**config.mk**
```make
export PLATFORM = sky130hd
export DESIGN_NAME = prime_filter_copy_unit
export DESIGN_NICKNAME = d
export VERILOG_FILES = /design/src/hdl/pfc_pkg.sv /design/src/hdl/pfc_divider.sv /design/src/hdl/prime_filter_copy_unit.sv
export SDC_FILE = /design/constraint.sdc
export NUM_CORES = 1
export LEC_CHECK = 0
export BUFFER_PORTS_ARGS = -buffer_cell sky130_fd_sc_hd__buf_2
export CORE_MARGIN = 10
export CORE_UTILIZATION = 56
export CTS_BUF_LIST = sky130_fd_sc_hd__clkbuf_16
export DETAILED_ROUTE_END_ITERATION = 8
export GPL_ROUTABILITY_DRIVEN = 0
export GPL_TIMING_DRIVEN = 0
export PLACE_DENSITY = 0.78
export SLEW_MARGIN = 40
export SYNTH_ARGS = -nofsm -noshare
export SYNTH_HDL_FRONTEND = slang
export SYNTH_HIERARCHICAL = 1
export SYNTH_SLANG_ARGS = --single-unit
```
**constraint.sdc**
```tcl
create_clock -name clk -period 7.55 [get_ports clk]
set_input_delay 1.51 -clock clk [delete_from_list [all_inputs] [get_ports clk]]
set_output_delay 1.51 -clock clk [all_outputs]
set_load 0.05 [all_outputs]
```
**src/hdl/pfc_pkg.sv**
```systemverilog
// Shared types, constants and the control store of the prime filter copy unit.
// Used by pfc_divider and prime_filter_copy_unit; depends on nothing.
`default_nettype none

package pfc_pkg;

  // Fixed field widths of the streams
  localparam int VALUE_W    = 16;
  localparam int IDX_W      = 8;
  localparam int RADIX_BITS = 4;    // quotient bits retired per divider cycle

  // Microprogram addresses
  localparam int UPC_W = 4;
  localparam logic [UPC_W-1:0] UPC_EMIT      = 4'd0;
  localparam logic [UPC_W-1:0] UPC_IDLE      = 4'd1;
  localparam logic [UPC_W-1:0] UPC_SCREEN    = 4'd2;
  localparam logic [UPC_W-1:0] UPC_BOUND     = 4'd3;
  localparam logic [UPC_W-1:0] UPC_DIV_RUN   = 4'd4;
  localparam logic [UPC_W-1:0] UPC_CHECK     = 4'd5;
  localparam logic [UPC_W-1:0] UPC_COMPOSITE = 4'd6;
  localparam logic [UPC_W-1:0] UPC_PRIME     = 4'd7;

  // Jump conditions: jump to target when true, otherwise fall through
  typedef enum logic [2:0] {
    COND_NONE        = 3'd0,
    COND_ALWAYS      = 3'd1,
    COND_NO_INPUT    = 3'd2,
    COND_SMALL       = 3'd3,
    COND_SQ_GT       = 3'd4,
    COND_DIV_BUSY    = 3'd5,
    COND_REM_NONZERO = 3'd6,
    COND_OUT_BUSY    = 3'd7
  } cond_t;

  // One control word
  typedef struct packed {
    cond_t            cond;
    logic [UPC_W-1:0] target;
    logic             in_ready;     // take an input transaction
    logic             div_init;     // load divider
    logic             div_step;     // run one divider cycle
    logic             next_div;     // advance trial divisor and its square
    logic             set_verdict;  // record verdict
    logic             verdict_val;
    logic             emit;         // load output register when free
  } uc_word_t;

  // Divider control and status
  typedef struct packed {
    logic init;
    logic step;
  } div_ctrl_t;

  typedef struct packed {
    logic last_step;
    logic rem_zero;
  } div_status_t;

  localparam uc_word_t UC_NOP = '{cond: COND_NONE, target: UPC_IDLE, default: 1'b0};

  // Control store
  function automatic uc_word_t uc_rom(input logic [UPC_W-1:0] addr);
    uc_word_t w;
    w = UC_NOP;
    case (addr)
      UPC_EMIT: begin
        w.emit   = 1'b1;
        w.cond   = COND_OUT_BUSY;
        w.target = UPC_EMIT;
      end
      UPC_IDLE: begin
        w.in_ready = 1'b1;
        w.cond     = COND_NO_INPUT;
        w.target   = UPC_IDLE;
      end
      UPC_SCREEN: begin
        w.cond   = COND_SMALL;
        w.target = UPC_COMPOSITE;
      end
      UPC_BOUND: begin
        w.div_init = 1'b1;
        w.cond     = COND_SQ_GT;
        w.target   = UPC_PRIME;
      end
      UPC_DIV_RUN: begin
        w.div_step = 1'b1;
        w.cond     = COND_DIV_BUSY;
        w.target   = UPC_DIV_RUN;
      end
      UPC_CHECK: begin
        w.next_div = 1'b1;
        w.cond     = COND_REM_NONZERO;
        w.target   = UPC_BOUND;
      end
      UPC_COMPOSITE: begin
        w.set_verdict = 1'b1;
        w.verdict_val = 1'b0;
        w.cond        = COND_ALWAYS;
        w.target      = UPC_EMIT;
      end
      UPC_PRIME: begin
        w.set_verdict = 1'b1;
        w.verdict_val = 1'b1;
        w.cond        = COND_ALWAYS;
        w.target      = UPC_EMIT;
      end
      default: begin
        w.cond   = COND_ALWAYS;
        w.target = UPC_IDLE;
      end
    endcase
    return w;
  endfunction

endpackage

`default_nettype wire

```
**src/hdl/pfc_divider.sv**
```systemverilog
// Multi-cycle restoring remainder unit, RADIX_BITS quotient bits per cycle with step asserted.
// Depends on pfc_pkg (div_ctrl_t, div_status_t, RADIX_BITS).
`default_nettype none

module pfc_divider #(
  parameter int DATA_W = 16,
  parameter int DIV_W  = 10
) (
  input  wire                      clk,
  input  wire                      rst,
  input  wire pfc_pkg::div_ctrl_t  ctrl,
  input  wire logic [DATA_W-1:0]   dividend,
  input  wire logic [DIV_W-1:0]    divisor,
  output pfc_pkg::div_status_t     status
);

  localparam int DIV_CYCLES = (DATA_W + pfc_pkg::RADIX_BITS - 1) / pfc_pkg::RADIX_BITS;
  localparam int PAD_W      = DIV_CYCLES * pfc_pkg::RADIX_BITS;
  localparam int CNT_W      = $clog2(DIV_CYCLES + 1);

  logic [PAD_W-1:0] dsh, dsh_next;
  logic [DIV_W-1:0] rem, rem_next;
  logic [CNT_W-1:0] count;

  // RADIX_BITS restoring steps on the narrow remainder
  always_comb begin
    logic [DIV_W:0]   t;
    logic [DIV_W-1:0] r;
    logic [PAD_W-1:0] s;
    r = rem;
    s = dsh;
    t = '0;
    for (int i = 0; i < pfc_pkg::RADIX_BITS; i++) begin
      t = {r, s[PAD_W-1]};
      s = s << 1;
      if (t >= {1'b0, divisor}) begin
        t = t - {1'b0, divisor};
      end
      r = t[DIV_W-1:0];
    end
    rem_next = r;
    dsh_next = s;
  end

  // Step counter
  always_ff @(posedge clk) begin
    if (rst) begin
      count <= '0;
    end else if (ctrl.init) begin
      count <= '0;
    end else if (ctrl.step) begin
      count <= count + CNT_W'(1);
    end
  end

  // Remainder and dividend shift register
  always_ff @(posedge clk) begin
    if (ctrl.init) begin
      rem <= '0;
      dsh <= PAD_W'(dividend);
    end else if (ctrl.step) begin
      rem <= rem_next;
      dsh <= dsh_next;
    end
  end

  assign status.last_step = (count == CNT_W'(DIV_CYCLES - 1));
  assign status.rem_zero  = (rem == '0);

endmodule

`default_nettype wire

```
**src/hdl/prime_filter_copy_unit.sv**
```systemverilog
// Top level of the prime filter copy unit: microcoded trial-division sequencer,
// output register and per-array prime counter. Depends on pfc_pkg, pfc_divider.
//
// Usage:
//   Input stream s_*: one transaction per value; s_tdata[15:0] is the value,
//   s_tlast marks the last value of an array. Output stream m_*: one
//   transaction per input; m_tuser is the prime flag, m_tdata holds
//   prime_value, dest_index and prime_count, m_tlast copies s_tlast.
//   Trial divisors are 2, then odd numbers while divisor squared <= value.
//   Each divisor passes a bound check, a remainder computed 4 bits per
//   divider step, and a remainder check. Values 0 and 1 go straight to a
//   composite verdict; any other value is prime once a divisor's square
//   exceeds it, composite at the first divisor that leaves no remainder.
//   One item is in work at a time; the next input can be taken in the
//   cycle after the result enters the output register, even while that
//   result still waits.
//   Reset (rst, synchronous) clears the prime count, the sequencer and
//   m_tvalid. A stalled receiver holds the result in the output register;
//   the sequencer waits in its emit step until that register frees up.
`default_nettype none

module prime_filter_copy_unit #(
  parameter int VALUE_BITS = 16,
  parameter int MAX_LEN    = 255
) (
  input  wire         clk,
  input  wire         rst,
  input  wire         s_tvalid,
  output logic        s_tready,
  input  wire  [15:0] s_tdata,   // [15:0] value
  input  wire         s_tlast,   // last_item
  output logic        m_tvalid,
  input  wire         m_tready,
  output logic [31:0] m_tdata,   // [15:0] prime_value, [23:16] dest_index, [31:24] prime_count
  output logic        m_tuser,   // is_prime
  output logic        m_tlast    // last_out
);

  localparam int DW        = (VALUE_BITS < pfc_pkg::VALUE_W) ? VALUE_BITS : pfc_pkg::VALUE_W;
  localparam int DDW       = DW / 2 + 2;
  localparam int SQW       = DW + 2;
  localparam int COUNT_MAX = (MAX_LEN < 255) ? MAX_LEN : 255;
  localparam logic [pfc_pkg::IDX_W-1:0] CNT_LIMIT = pfc_pkg::IDX_W'(COUNT_MAX);

  logic [pfc_pkg::UPC_W-1:0] upc, upc_next;
  pfc_pkg::uc_word_t         uw;
  logic                      take;

  logic [DW-1:0]  value;
  logic           last;
  logic [DDW-1:0] divisor;
  logic [SQW-1:0] square;
  logic           verdict;

  logic [pfc_pkg::IDX_W-1:0] count, count_inc, count_next;
  logic                      in_fire, out_busy, out_load;

  pfc_pkg::div_ctrl_t   dctrl;
  pfc_pkg::div_status_t dstat;

  // Control store fetch; no input is taken while in reset
  assign uw       = pfc_pkg::uc_rom(upc);
  assign s_tready = uw.in_ready & ~rst;
  assign in_fire  = s_tvalid & s_tready;
  assign out_busy = m_tvalid & ~m_tready;
  assign out_load = uw.emit & ~out_busy;

  // Condition select and jump
  always_comb begin
    case (uw.cond)
      pfc_pkg::COND_NONE:        take = 1'b0;
      pfc_pkg::COND_ALWAYS:      take = 1'b1;
      pfc_pkg::COND_NO_INPUT:    take = ~in_fire;
      pfc_pkg::COND_SMALL:       take = (value <= DW'(1));
      pfc_pkg::COND_SQ_GT:       take = (square > SQW'(value));
      pfc_pkg::COND_DIV_BUSY:    take = ~dstat.last_step;
      pfc_pkg::COND_REM_NONZERO: take = ~dstat.rem_zero;
      pfc_pkg::COND_OUT_BUSY:    take = out_busy;
      default:                   take = 1'b0;
    endcase
    upc_next = take ? uw.target : upc + pfc_pkg::UPC_W'(1);
  end

  always_ff @(posedge clk) begin
    if (rst) begin
      upc <= pfc_pkg::UPC_IDLE;
    end else begin
      upc <= upc_next;
    end
  end

  // Operand capture and trial divisor advance: 2, 3, 5, 7, ...
  always_ff @(posedge clk) begin
    if (in_fire) begin
      value   <= s_tdata[DW-1:0];
      last    <= s_tlast;
      divisor <= DDW'(2);
      square  <= SQW'(4);
    end else if (uw.next_div) begin
      if (divisor == DDW'(2)) begin
        divisor <= DDW'(3);
        square  <= SQW'(9);
      end else begin
        divisor <= divisor + DDW'(2);
        square  <= square + SQW'({divisor, 2'b00}) + SQW'(4);
      end
    end
  end

  always_ff @(posedge clk) begin
    if (uw.set_verdict) begin
      verdict <= uw.verdict_val;
    end
  end

  // Remainder unit
  assign dctrl.init = uw.div_init;
  assign dctrl.step = uw.div_step;

  pfc_divider #(
    .DATA_W (DW),
    .DIV_W  (DDW)
  ) u_div (
    .clk      (clk),
    .rst      (rst),
    .ctrl     (dctrl),
    .dividend (value),
    .divisor  (divisor),
    .status   (dstat)
  );

  // Saturating per-array prime count
  assign count_inc  = (verdict && count < CNT_LIMIT) ? count + pfc_pkg::IDX_W'(1) : count;
  assign count_next = last ? '0 : count_inc;

  always_ff @(posedge clk) begin
    if (rst) begin
      count <= '0;
    end else if (out_load) begin
      count <= count_next;
    end
  end

  // Output register
  always_ff @(posedge clk) begin
    if (rst) begin
      m_tvalid <= 1'b0;
    end else if (out_load) begin
      m_tvalid <= 1'b1;
    end else if (m_tready) begin
      m_tvalid <= 1'b0;
    end
  end

  always_ff @(posedge clk) begin
    if (out_load) begin
      m_tuser        <= verdict;
      m_tlast        <= last;
      m_tdata[15:0]  <= verdict ? pfc_pkg::VALUE_W'(value) : '0;
      m_tdata[23:16] <= verdict ? count : '0;
      m_tdata[31:24] <= count_inc;
    end
  end

endmodule

`default_nettype wire
```
==> results of run 1 <==
## registers in the layout, indices dropped and copies added (netlist names)
name / count
square: 17
verdict: 1
m_tuser: 1
count: 8
divisor: 9
upc: 4
m_tlast: 1
u_div/rem: 10
u_div/count: 3
last: 1
u_div/dsh: 16
m_tvalid: 1
m_tdata: 32
value: 16
## final cells by class
class,count,share of cell area [%]
clock buffer,17,3.98
multi-input combinational,660,52.3
sequential,120,29.1
buffer,21,1.16
timing repair buffer,118,7.36
inverter,56,2.18
tap,184,2.15
clock inverter,15,1.74
## logic make-up after synthesis
group | after synthesis
DFF | 120
and+or+nand+nor | 274
buffers and inverters | 78
xor gates and xnor gates | 44
AOI/OAI and AO/OA | 221
muxes | 33
adders and majority gates | 88
## worst max-delay path: cells and delay by family, from the launching register on
family,cells,cell delay (ns)
multiplexers,2,0.59
AO/OA/AOI/OAI,15,3.31
XOR/XNOR,1,0.12
AND/OR/NAND/NOR,6,1.49
adder cells (fa/ha/maj),5,1.43
buffers and inverters,3,0.31
flip-flops,1,0.39
## per-layer routing
metal / vias up / GRT usage (%) / wire, µm
met2: 406 / 37.0 / 11600
met3: 150 / 5.61 / 1870
met1: 3635 / 27.3 / 9770
met5: - / 0 / 0
met4: 0 / 11.2 / 1480
li1: 3491 / - / -
## cells in the final DEF (no fill, tap or decap), types with 7 or more instances in the layout
cell type	Yosys	layout
ha_1	83	61
nand2b_1	10	9
inv_1	55	46
mux2_4	2	8
o21ai_0	49	36
edfxtp_1	68	68
dfxtp_4	0	8
xor2_1	20	20
ha_4	0	20
nor2b_1	14	13
xnor2_1	24	24
buf_2	6	59
clkbuf_1	15	13
nand4_1	19	19
nor4_1	8	7
nand2_1	56	55
mux2_2	22	16
dfxtp_1	52	41
or3_1	14	13
o21ai_1	2	8
buf_6	1	7
nand3_1	27	23
a21oi_1	51	43
nor2_1	48	46
o21a_1	9	9
a22oi_1	8	8
nor3_1	15	13
a21o_1	15	15
and2_1	34	34
o21ai_2	0	7
clkbuf_16	0	18
buf_4	0	57
## timing repair
action                                  in CTS  in global routing
cloned                                       1                  1
endpoints found under the hold margin        0                  0
pin swaps                                   39                 41
endpoints found under the setup margin      10                 10
gates resized for setup                     90                 71
setup buffers                               29                 31
## final timing paths
check | end | cells past startpoint | start | slack (ns)
worst max-delay path | u_div/rem[2] | 32 | u_div/dsh[15] | -0.22
worst min-delay path | m_tuser | 0 | verdict | 0.47
worst max register to register | u_div/rem[2] | 32 | u_div/dsh[15] | -0.22
worst min register to register | m_tuser | 0 | verdict | 0.47
## stage by stage
stage / setup WS [ns] / utilization, %
floorplan: 0.0416 / -
global placement: -1.48 / 61.1
detailed placement: -1.57 / 61.1
CTS: 0.00567 / 69.6
global route: -0.409 / 73.6
finish: -0.219 / 73.6
==> impl_results.html, run 1 <==
<table>
<tr><th>Metric</th><th>Value</th></tr>
<tr><th colspan="2">Yosys</th></tr>
<tr><td>Synthesized-area fraction occupied by ao, oa, aoi and oai cells</td><td>18.5%</td></tr>
<tr><td>Gate count of the mapped netlist</td><td>858</td></tr>
<tr><td>Syn. warnings</td><td>6</td></tr>
<tr><td>Top cell type by total area after synthesis</td><td>edfxtp_1</td></tr>
<tr><td>Synthesized-area fraction occupied by and/or/nand/nor cells</td><td>17.6%</td></tr>
<tr><td>Synthesized-area fraction occupied by adder cells</td><td>around 14%</td></tr>
<tr><td>EDFF count, synth</td><td>roughly 70</td></tr>
<tr><td>Distinct cells, synth</td><td>81</td></tr>
<tr><td>Syn nets</td><td>967</td></tr>
<tr><td>Top-area cell type share of the netlist area</td><td>approximately a quarter</td></tr>
<tr><td>Fraction of registers with async set or reset after synthesis</td><td>0%</td></tr>
<tr><td>Largest family of logic cells by synthesized area</td><td>compound AO/OA/AOI/OAI gates</td></tr>
<tr><td>Area of the mapped netlist</td><td>8280 µm²</td></tr>
<tr><td>Number of register bits inferred by synthesis</td><td>120</td></tr>
<tr><td>Mean Syn Cell Area</td><td>9.65 µm²</td></tr>
<tr><td>Multiplexer share of the synthesized area</td><td>4.44%</td></tr>
<tr><td>Top cells by instance count after synthesis</td><td>ha_1, edfxtp_1, nand2_1</td></tr>
<tr><td>Most used flip-flop cell after synthesis</td><td>edfxtp_1</td></tr>
<tr><td>Fraction of synthesized cell area in xor and xnor cells</td><td>under 10%</td></tr>
<tr><td>Largest cells by area after synthesis</td><td>edfxtp_1, dfxtp_1, ha_1, a21oi_1, mux2_2</td></tr>
<tr><td>Library cell with the highest instance count after synthesis</td><td>ha_1</td></tr>
<tr><td>Sequential element share of the synthesized area</td><td>37.2%</td></tr>
<tr><th colspan="2">Setup path</th></tr>
<tr><td>Critical Path AT</td><td>8.07 ns</td></tr>
<tr><td>Startpoint-to-endpoint class of the critical path</td><td>reg -&gt; reg</td></tr>
<tr><td>Type of destination of the critical path</td><td>flip-flop</td></tr>
<tr><td>CP most frequent cell</td><td>ha_4</td></tr>
<tr><td>CP startpoint kind</td><td>flip-flop</td></tr>
<tr><td>Library cell contributing the largest single delay on the critical path</td><td>o41a_1</td></tr>
<tr><td>Maximum fanout along the worst path</td><td>4</td></tr>
<tr><td>Data required time at the worst endpoint</td><td>between 7 and 8 ns</td></tr>
<tr><td>Max incr delay on CP</td><td>0.49 ns</td></tr>
<tr><th colspan="2">STA</th></tr>
<tr><td>Final Hold Violating Endpoints</td><td>0</td></tr>
<tr><td>Slew headroom</td><td>49.1%</td></tr>
<tr><td>Final clock period utilization by the worst path</td><td>103%</td></tr>
<tr><td>Setup slack after layout</td><td>-0.219 ns</td></tr>
<tr><td>Min Clock Period, post-route</td><td>7.77 ns</td></tr>
<tr><td>Total count of max-transition violations in the final report</td><td>0</td></tr>
<tr><td>Skew final</td><td>0.00754 ns</td></tr>
<tr><td>Transition at the pin with the smallest max-transition slack</td><td>0.762 ns</td></tr>
<tr><td>Final-report setup violation count</td><td>10</td></tr>
<tr><td>RSZ-0062 raised after global routing</td><td>true</td></tr>
<tr><td>Fmax</td><td>129 MHz</td></tr>
<tr><td>Worst slack on hold paths</td><td>roughly 0.47 ns</td></tr>
<tr><td>Final-layout setup total negative slack</td><td>-1.70 ns</td></tr>
<tr><th colspan="2">Layout</th></tr>
<tr><td>Number of fillers in the final layout</td><td>949</td></tr>
<tr><td>Total Nets Final</td><td>1,103</td></tr>
<tr><td>Design area</td><td>10,700 µm²</td></tr>
<tr><td>Fraction of layout cells with a size suffix above 1</td><td>29.5%</td></tr>
<tr><td>Area overhead of the layout relative to synthesis</td><td>29.3%</td></tr>
<tr><td>Count of inserted antenna diode cells</td><td>0</td></tr>
<tr><td>Multi-input logic area</td><td>5600 µm²</td></tr>
<tr><td>Register area</td><td>between 3000 and 4000 µm²</td></tr>
<tr><td>Fin cells</td><td>1,191</td></tr>
<tr><th colspan="2">Global routing</th></tr>
<tr><td>Largest net degree at the start of global routing</td><td>38</td></tr>
<tr><td>Total congestion overflow after global routing</td><td>0</td></tr>
<tr><td>Combined global-route utilization of all metal layers</td><td>22.7%</td></tr>
<tr><td>Initial antenna violation count</td><td>0</td></tr>
<tr><td>Vias in the first global route</td><td>between 7,000 and 8,000</td></tr>
<tr><td>Wire length of the first global-routing pass</td><td>36,600 µm</td></tr>
<tr><th colspan="2">Clocking</th></tr>
<tr><td>Root cell of the clock tree</td><td>clkbuf_16</td></tr>
<tr><td>Clk slew on worst S/H paths</td><td>0.06 ns</td></tr>
<tr><td>CTS buffer count</td><td>17</td></tr>
<tr><td>Count of hold-fix buffers inserted at cts</td><td>0</td></tr>
<tr><td>TritonCTS clock tree</td><td>done</td></tr>
<tr><td>Clock latency reported for the late side of the worst-skew pair</td><td>0.42 ns</td></tr>
<tr><td>H-Tree Depth</td><td>4</td></tr>
<tr><td>Sinks on the clock net</td><td>between 100 and 150</td></tr>
<tr><td>Largest buffer count on any clock path</td><td>2</td></tr>
<tr><th colspan="2">Place</th></tr>
<tr><td>Total placed instance area</td><td>8880 µm²</td></tr>
<tr><td>Detail Placement HPWL</td><td>15,500 µm</td></tr>
<tr><td>Post-placement cell count</td><td>1,098</td></tr>
<tr><td>Number of buffers added on ports</td><td>between 50 and 60</td></tr>
<tr><th colspan="2">Drt</th></tr>
<tr><td>Detailed router's first-iteration violation count</td><td>~800</td></tr>
<tr><td>DRC Markers</td><td>0</td></tr>
<tr><td>Post-detailed-route wirelength per cell</td><td>20.7 µm</td></tr>
<tr><td>First drt pass iteration count</td><td>6</td></tr>
<tr><td>Vias/cell</td><td>roughly 6.5</td></tr>
<tr><td>Number of vias after detailed routing</td><td>7,682</td></tr>
<tr><td>Number of nets with antenna violations after routing</td><td>0</td></tr>
<tr><td>Wire length reported by the detailed router</td><td>24,700 µm</td></tr>
<tr><th colspan="2">Die</th></tr>
<tr><td>Die outline height</td><td>142 µm</td></tr>
<tr><td>Placement row count</td><td>44</td></tr>
<tr><td>Overall die width</td><td>142 µm</td></tr>
<tr><td>Number of I/O pins</td><td>57</td></tr>
<tr><td>Starting density of the core</td><td>56.9%</td></tr>
<tr><td>Die Outline Area</td><td>20,000 µm²</td></tr>
<tr><td>Placeable Area</td><td>14,500 µm²</td></tr>
<tr><th colspan="2">Status</th></tr>
<tr><td>Result of the run</td><td>finished with violations</td></tr>
<tr><td>Failing checks</td><td>negative setup slack</td></tr>
<tr><th colspan="2">Worst hold path</th></tr>
<tr><td>Worst hold-check path type</td><td>reg -&gt; reg</td></tr>
<tr><th colspan="2">Flow run</th></tr>
<tr><td>Max-cap violations</td><td>0</td></tr>
</table>
Power of run 1 is left out: the tool's default activity adds up to more than one toggle a clock period on the data nets, which glitch-free logic cannot reach.
==> run 2, diff against run 1 <==
Settings changed: CORE_MARGIN 10 to 2.
==> impl_results.html, run 2 (synthesized netlist as in run 1, its figures left out) <==
<table>
<tr><th>Metric</th><th>Value</th></tr>
<tr><th colspan="2">Status</th></tr>
<tr><td>Result of the run</td><td>finished with violations</td></tr>
<tr><td>Failing checks</td><td>negative setup slack</td></tr>
<tr><th colspan="2">Clocking</th></tr>
<tr><td>Clock latency reported for the late side of the worst-skew pair</td><td>0.41 ns</td></tr>
<tr><td>CTS buffer count</td><td>17</td></tr>
<tr><td>Root cell of the clock tree</td><td>clkbuf_16</td></tr>
<tr><td>Largest buffer count on any clock path</td><td>2</td></tr>
<tr><td>H-Tree Depth</td><td>4</td></tr>
<tr><td>TritonCTS clock tree</td><td>done</td></tr>
<tr><td>Sinks on the clock net</td><td>120</td></tr>
<tr><td>Clk slew on worst S/H paths</td><td>roughly 0.060 ns</td></tr>
<tr><th colspan="2">Drt</th></tr>
<tr><td>Post-detailed-route wirelength per cell</td><td>about 21 µm</td></tr>
<tr><td>Number of nets with antenna violations after routing</td><td>0</td></tr>
<tr><td>Wire length reported by the detailed router</td><td>25,000 µm</td></tr>
<tr><td>First drt pass iteration count</td><td>8</td></tr>
<tr><td>Detailed router's first-iteration violation count</td><td>804</td></tr>
<tr><td>DRC Markers</td><td>0</td></tr>
<tr><td>Vias/cell</td><td>6.56</td></tr>
<tr><td>Number of vias after detailed routing</td><td>7,761</td></tr>
<tr><th colspan="2">STA</th></tr>
<tr><td>Final clock period utilization by the worst path</td><td>105%</td></tr>
<tr><td>Fmax</td><td>around 130 MHz</td></tr>
<tr><td>Min Clock Period, post-route</td><td>7.89 ns</td></tr>
<tr><td>Final Hold Violating Endpoints</td><td>0</td></tr>
<tr><td>RSZ-0062 raised after global routing</td><td>true</td></tr>
<tr><td>Worst slack on hold paths</td><td>0.450 ns</td></tr>
<tr><td>Skew final</td><td>0.0126 ns</td></tr>
<tr><td>Final-report setup violation count</td><td>10</td></tr>
<tr><td>Setup slack after layout</td><td>-0.340 ns</td></tr>
<tr><td>Transition at the pin with the smallest max-transition slack</td><td>0.733 ns</td></tr>
<tr><td>Slew headroom</td><td>51.1%</td></tr>
<tr><td>Total count of max-transition violations in the final report</td><td>0</td></tr>
<tr><th colspan="2">Setup path</th></tr>
<tr><td>Critical Path AT</td><td>between 8 and 9 ns</td></tr>
<tr><td>CP most frequent cell</td><td>ha_1</td></tr>
<tr><td>Startpoint-to-endpoint class of the critical path</td><td>reg -&gt; reg</td></tr>
<tr><td>Type of destination of the critical path</td><td>flip-flop</td></tr>
<tr><td>Max incr delay on CP</td><td>0.54 ns</td></tr>
<tr><td>CP startpoint kind</td><td>flip-flop</td></tr>
<tr><td>Data required time at the worst endpoint</td><td>7.86 ns</td></tr>
<tr><td>Maximum fanout along the worst path</td><td>11</td></tr>
<tr><td>Library cell contributing the largest single delay on the critical path</td><td>o41a_1</td></tr>
<tr><th colspan="2">Global routing</th></tr>
<tr><td>Vias in the first global route</td><td>7,014</td></tr>
<tr><td>Initial antenna violation count</td><td>0</td></tr>
<tr><td>Combined global-route utilization of all metal layers</td><td>a little over a quarter</td></tr>
<tr><td>Wire length of the first global-routing pass</td><td>approximately 35,000 µm</td></tr>
<tr><td>Largest net degree at the start of global routing</td><td>38</td></tr>
<tr><td>Total congestion overflow after global routing</td><td>0</td></tr>
<tr><th colspan="2">Worst hold path</th></tr>
<tr><td>Worst hold-check path type</td><td>reg -&gt; reg</td></tr>
<tr><th colspan="2">Die</th></tr>
<tr><td>Die outline height</td><td>126 µm</td></tr>
<tr><td>Starting density of the core</td><td>57.2%</td></tr>
<tr><td>Overall die width</td><td>126 µm</td></tr>
<tr><td>Placement row count</td><td>between 40 and 50</td></tr>
<tr><td>Die Outline Area</td><td>15,800 µm²</td></tr>
<tr><td>Number of I/O pins</td><td>57</td></tr>
<tr><td>Placeable Area</td><td>14,500 µm²</td></tr>
<tr><th colspan="2">Layout</th></tr>
<tr><td>Most flops, register</td><td>m_tdata</td></tr>
<tr><td>Biggest regs</td><td>m_tdata x32, square x17</td></tr>
<tr><td>Most common cell after layout, fill and taps aside</td><td>edfxtp_1</td></tr>
<tr><td>Top library cells by usage in the layout, fill and taps aside</td><td>edfxtp_1, ha_1, buf_2, nand2_1, buf_4</td></tr>
<tr><td>Area overhead of the layout relative to synthesis</td><td>29.1%</td></tr>
<tr><td>Number of flip-flops in the largest register</td><td>32</td></tr>
<tr><td>Fraction of layout cells with a size suffix above 1</td><td>29.9%</td></tr>
<tr><td>Count of inserted antenna diode cells</td><td>0</td></tr>
<tr><td>Total Nets Final</td><td>between 1,000 and 1,500</td></tr>
<tr><th colspan="2">Flow run</th></tr>
<tr><td>Max-cap violations</td><td>0</td></tr>
<tr><th colspan="2">Place</th></tr>
<tr><td>Number of buffers added on ports</td><td>56</td></tr>
<tr><td>Detail Placement HPWL</td><td>14,800 µm</td></tr>
</table>
run 2: cell types whose count changed in the layout (fill, tap and decap cells not counted), sizes merged:
cell	delta
buf	-8
clkinv	-1
clkinvlp	+2
bufinv	-1
run 2: per-stage QoR:
step                      cells  instance area [µm²]  TNS (ns)  util (%)  worst slack (ns)
after CTS                  1153                 9970         0      68.9           0.00118
after detailed placement   1098                 8880    -14.57      61.4             -1.60
after global placement     1098                 8880    -13.46      61.3             -1.49
after floorplan             858                 8370         0         -            0.0416
final                      1183                10700     -2.59      73.8            -0.340
after global routing       1183                10700     -4.84      73.8            -0.555
run 2: worst max-delay path: cells and delay by family, from the launching register on:
family | cells | cell delay, ns
compound gates | 16 | 3.93
fa+ha+maj | 4 | 1.31
simple gates | 7 | 1.26
buf+inv | 3 | 0.49
flops | 1 | 0.40
mux | 1 | 0.37
run 2: final timing paths:
check | from | slack (ns) | depth (start not counted) | endpoint
min reg2reg | verdict | 0.45 | 0 | m_tuser
max | divisor[8] | -0.34 | 31 | u_div/rem[5]
min | verdict | 0.45 | 0 | m_tuser
max reg2reg | divisor[8] | -0.34 | 31 | u_div/rem[5]
run 2: timing repair:
item                       CTS  global route
gates cloned                 0             1
hold buffers                 0             0
gates resized for setup     76            91
buffers inserted            23            30
pin swaps                   28            60
setup endpoints to repair   10            10
run 2: cell type report:
class                      count  area, µm²
timing repair buffer         110        693
inverter                      56        219
sequential                   120       3110
clock inverter                15        176
buffer                        21        124
fill                         909       3790
clock buffer                  17        425
tap                          184        230
multi-input combinational    660       5710
run 2: layer usage:
layer	share of wire, %	vias to the layer above	GRT usage, %	wire length [µm]
met5	0	-	0	0
met4	5.3	0	9.67	1320
met3	8.8	136	5.61	2190
met2	47	469	44.5	11800
met1	39	3690	36.5	9690
li1	-	3466	-	-
Power of run 2 is left out for the same reason.
==> run 3, diff against run 2 <==
Settings changed: CELL_PAD_IN_SITES_DETAIL_PLACEMENT set to 0, CELL_PAD_IN_SITES_GLOBAL_PLACEMENT set to 2, CORE_UTILIZATION 56 to 36, CTS_CLUSTER_DIAMETER set to 40, PLACE_DENSITY 0.78 to not set, PLACE_DENSITY_LB_ADDON set to 0.1.
==> impl_results.html, run 3 (synthesized netlist as in run 1, its figures left out) <==
<table>
<tr><th>Metric</th><th>Value</th></tr>
<tr><th colspan="2">Setup path</th></tr>
<tr><td>Critical Path AT</td><td>7.92 ns</td></tr>
<tr><td>Type of destination of the critical path</td><td>flip-flop</td></tr>
<tr><td>CP most frequent cell</td><td>ha_4</td></tr>
<tr><td>Maximum fanout along the worst path</td><td>4</td></tr>
<tr><td>Data required time at the worst endpoint</td><td>7.85 ns</td></tr>
<tr><td>Max incr delay on CP</td><td>0.45 ns</td></tr>
<tr><td>CP startpoint kind</td><td>flip-flop</td></tr>
<tr><td>Delay-heaviest family, CP</td><td>compound AO/OA/AOI/OAI gates</td></tr>
<tr><td>Library cell contributing the largest single delay on the critical path</td><td>o41a_1</td></tr>
<tr><td>Worst Reg-to-Reg Cells</td><td>32</td></tr>
<tr><td>Worst Path Buf+Inv</td><td>3</td></tr>
<tr><td>R2r setup slk</td><td>-0.08 ns</td></tr>
<tr><td>FF-to-FF Start</td><td>u_div/dsh[15]</td></tr>
<tr><td>Startpoint-to-endpoint class of the critical path</td><td>reg -&gt; reg</td></tr>
<tr><td>Capturing point of the worst reg2reg path</td><td>u_div/rem[2]</td></tr>
<tr><th colspan="2">Clocking</th></tr>
<tr><td>Sinks on the clock net</td><td>120</td></tr>
<tr><td>Largest buffer count on any clock path</td><td>2</td></tr>
<tr><td>Root cell of the clock tree</td><td>clkbuf_16</td></tr>
<tr><td>Clk slew on worst S/H paths</td><td>0.07 ns</td></tr>
<tr><td>Clock latency reported for the late side of the worst-skew pair</td><td>between 0.4 and 0.5 ns</td></tr>
<tr><td>H-Tree Depth</td><td>4</td></tr>
<tr><td>Count of hold-fix buffers inserted at cts</td><td>0</td></tr>
<tr><td>TritonCTS clock tree</td><td>done</td></tr>
<tr><td>CTS buffer count</td><td>17</td></tr>
<tr><th colspan="2">Drt</th></tr>
<tr><td>DRC Markers</td><td>0</td></tr>
<tr><td>Number of vias after detailed routing</td><td>7,246</td></tr>
<tr><td>Wire length reported by the detailed router</td><td>24,700 µm</td></tr>
<tr><td>First drt pass iteration count</td><td>5</td></tr>
<tr><td>Number of nets with antenna violations after routing</td><td>0</td></tr>
<tr><td>Detailed router's first-iteration violation count</td><td>386</td></tr>
<tr><td>Vias/cell</td><td>5.54</td></tr>
<tr><td>Post-detailed-route wirelength per cell</td><td>18.9 µm</td></tr>
<tr><th colspan="2">Layout</th></tr>
<tr><td>Total Nets Final</td><td>1,118</td></tr>
<tr><td>Area overhead of the layout relative to synthesis</td><td>31.0%</td></tr>
<tr><td>Number of flip-flops in the largest register</td><td>32</td></tr>
<tr><td>Most flops, register</td><td>m_tdata</td></tr>
<tr><td>Fin cells</td><td>about 1,300</td></tr>
<tr><td>Fraction of layout cells with a size suffix above 1</td><td>between 30% and 40%</td></tr>
<tr><td>Top library cells by usage in the layout, fill and taps aside</td><td>buf_4, edfxtp_1, ha_1, buf_2, nand2_1</td></tr>
<tr><td>Count of inserted antenna diode cells</td><td>0</td></tr>
<tr><td>Most common cell after layout, fill and taps aside</td><td>buf_4</td></tr>
<tr><td>Biggest regs</td><td>m_tdata x32, square x17</td></tr>
<tr><th colspan="2">Die</th></tr>
<tr><td>Die Outline Area</td><td>24,200 µm²</td></tr>
<tr><td>Placement row count</td><td>55</td></tr>
<tr><td>Die outline height</td><td>156 µm</td></tr>
<tr><td>Number of I/O pins</td><td>57</td></tr>
<tr><td>Overall die width</td><td>~160 µm</td></tr>
<tr><td>Placeable Area</td><td>22,600 µm²</td></tr>
<tr><td>Starting density of the core</td><td>36.7%</td></tr>
<tr><th colspan="2">Place</th></tr>
<tr><td>Detail Placement HPWL</td><td>between 15,000 and 20,000 µm</td></tr>
<tr><td>Worst slack at placement</td><td>-1.73 ns</td></tr>
<tr><td>Post-placement cell count</td><td>1,199</td></tr>
<tr><td>Number of buffers added on ports</td><td>56</td></tr>
<tr><th colspan="2">Status</th></tr>
<tr><td>Failing checks</td><td>negative setup slack</td></tr>
<tr><td>Result of the run</td><td>finished with violations</td></tr>
<tr><th colspan="2">Global routing</th></tr>
<tr><td>Layer with the highest usage</td><td>met2</td></tr>
<tr><td>Vias in the first global route</td><td>7,106</td></tr>
<tr><td>Fraction of met2 tracks used by global routing</td><td>between 30% and 40%</td></tr>
<tr><td>Met3 Usage GRT</td><td>3.72%</td></tr>
<tr><td>Routing usage on met1</td><td>about a quarter</td></tr>
<tr><td>Initial antenna violation count</td><td>0</td></tr>
<tr><td>Wire length of the first global-routing pass</td><td>37,900 µm</td></tr>
<tr><td>Largest net degree at the start of global routing</td><td>38</td></tr>
<tr><td>Total congestion overflow after global routing</td><td>0</td></tr>
<tr><td>Combined global-route utilization of all metal layers</td><td>20.2%</td></tr>
<tr><th colspan="2">Worst hold path</th></tr>
<tr><td>Hold wc startpoint</td><td>verdict</td></tr>
<tr><td>Worst hold-check path type</td><td>reg -&gt; reg</td></tr>
<tr><td>Worst hold stages</td><td>0</td></tr>
<tr><td>Endpoint of the worst hold-timing path</td><td>m_tuser</td></tr>
<tr><th colspan="2">STA</th></tr>
<tr><td>Min Clock Period, post-route</td><td>7.63 ns</td></tr>
<tr><td>Total count of max-transition violations in the final report</td><td>0</td></tr>
<tr><td>Final Hold Violating Endpoints</td><td>0</td></tr>
<tr><td>RSZ-0062 raised after global routing</td><td>true</td></tr>
<tr><td>Final-report setup violation count</td><td>6</td></tr>
<tr><td>Fmax</td><td>131 MHz</td></tr>
<tr><td>Setup slack after layout</td><td>-0.0787 ns</td></tr>
<tr><td>Slew headroom</td><td>55.7%</td></tr>
<tr><td>Final clock period utilization by the worst path</td><td>101%</td></tr>
<tr><td>Skew final</td><td>0.0146 ns</td></tr>
<tr><td>Transition at the pin with the smallest max-transition slack</td><td>0.660 ns</td></tr>
<tr><td>Worst slack on hold paths</td><td>0.453 ns</td></tr>
<tr><th colspan="2">Flow run</th></tr>
<tr><td>Max-cap violations</td><td>0</td></tr>
</table>
[run 3: how the worst max path moves through the flow]
stage	depth (start not counted)	slack, ns	end	start
after CTS	32	0.005	u_div/rem[2]	divisor[3]
after detailed placement	35	-1.73	u_div/rem[2]	divisor[6]
after global placement	36	-1.60	u_div/rem[2]	divisor[6]
after floorplan	35	0.04	u_div/rem[2]	divisor[3]
final	32	-0.08	u_div/rem[2]	u_div/dsh[15]
after global routing	37	-0.38	u_div/rem[2]	u_div/dsh[15]
[run 3: what timing repair did]
action,CTS,global route
buffers inserted,43,34
gates resized for setup,94,52
pin swaps,37,50
setup endpoints to repair,10,10
[run 3: worst reg2reg max path, delay by kind of cell, from the launching register on]
kind | cells | cell delay, ns
AND/OR/NAND/NOR | 6 | 1.42
buffers and inverters | 3 | 0.31
flip-flops | 1 | 0.38
multiplexers | 2 | 0.57
AO/OA/AOI/OAI | 15 | 3.29
adder cells (fa/ha/maj) | 5 | 1.43
XOR/XNOR | 1 | 0.11
[run 3: layout make-up]
| cell class | instances | area (µm²) |
|---|---|---|
| Sequential cell | 120 | 3110 |
| Tap cell | 285 | 357 |
| Clock inverter | 15 | 183 |
| Buffer | 21 | 126 |
| Multi-Input combinational cell | 660 | 5540 |
| Clock buffer | 17 | 425 |
| Inverter | 56 | 228 |
| Fill cell | 2117 | 11700 |
| Timing Repair Buffer | 133 | 870 |
[run 3: layer usage]
metal  wire length (µm)  vias to the layer above  share of wire, %
met2              12000                      183                49
met5                  0                        -                 0
met4                838                        0               3.4
met1              10800                     3489                44
li1                   -                     3523                 -
met3               1040                       51               4.2
[run 3: per-stage QoR]
stage | TNS (ns) | cell area (µm²) | utilization (%)
finish | -0.157 | 10800 | 48.0
global route | -3.07 | 10800 | 48.0
CTS | 0 | 10400 | 45.9
detailed placement | -15.77 | 9010 | 39.9
global placement | -14.39 | 9010 | 39.9
floorplan | 0 | 8370 | -
Power of run 3 is left out for the same reason.
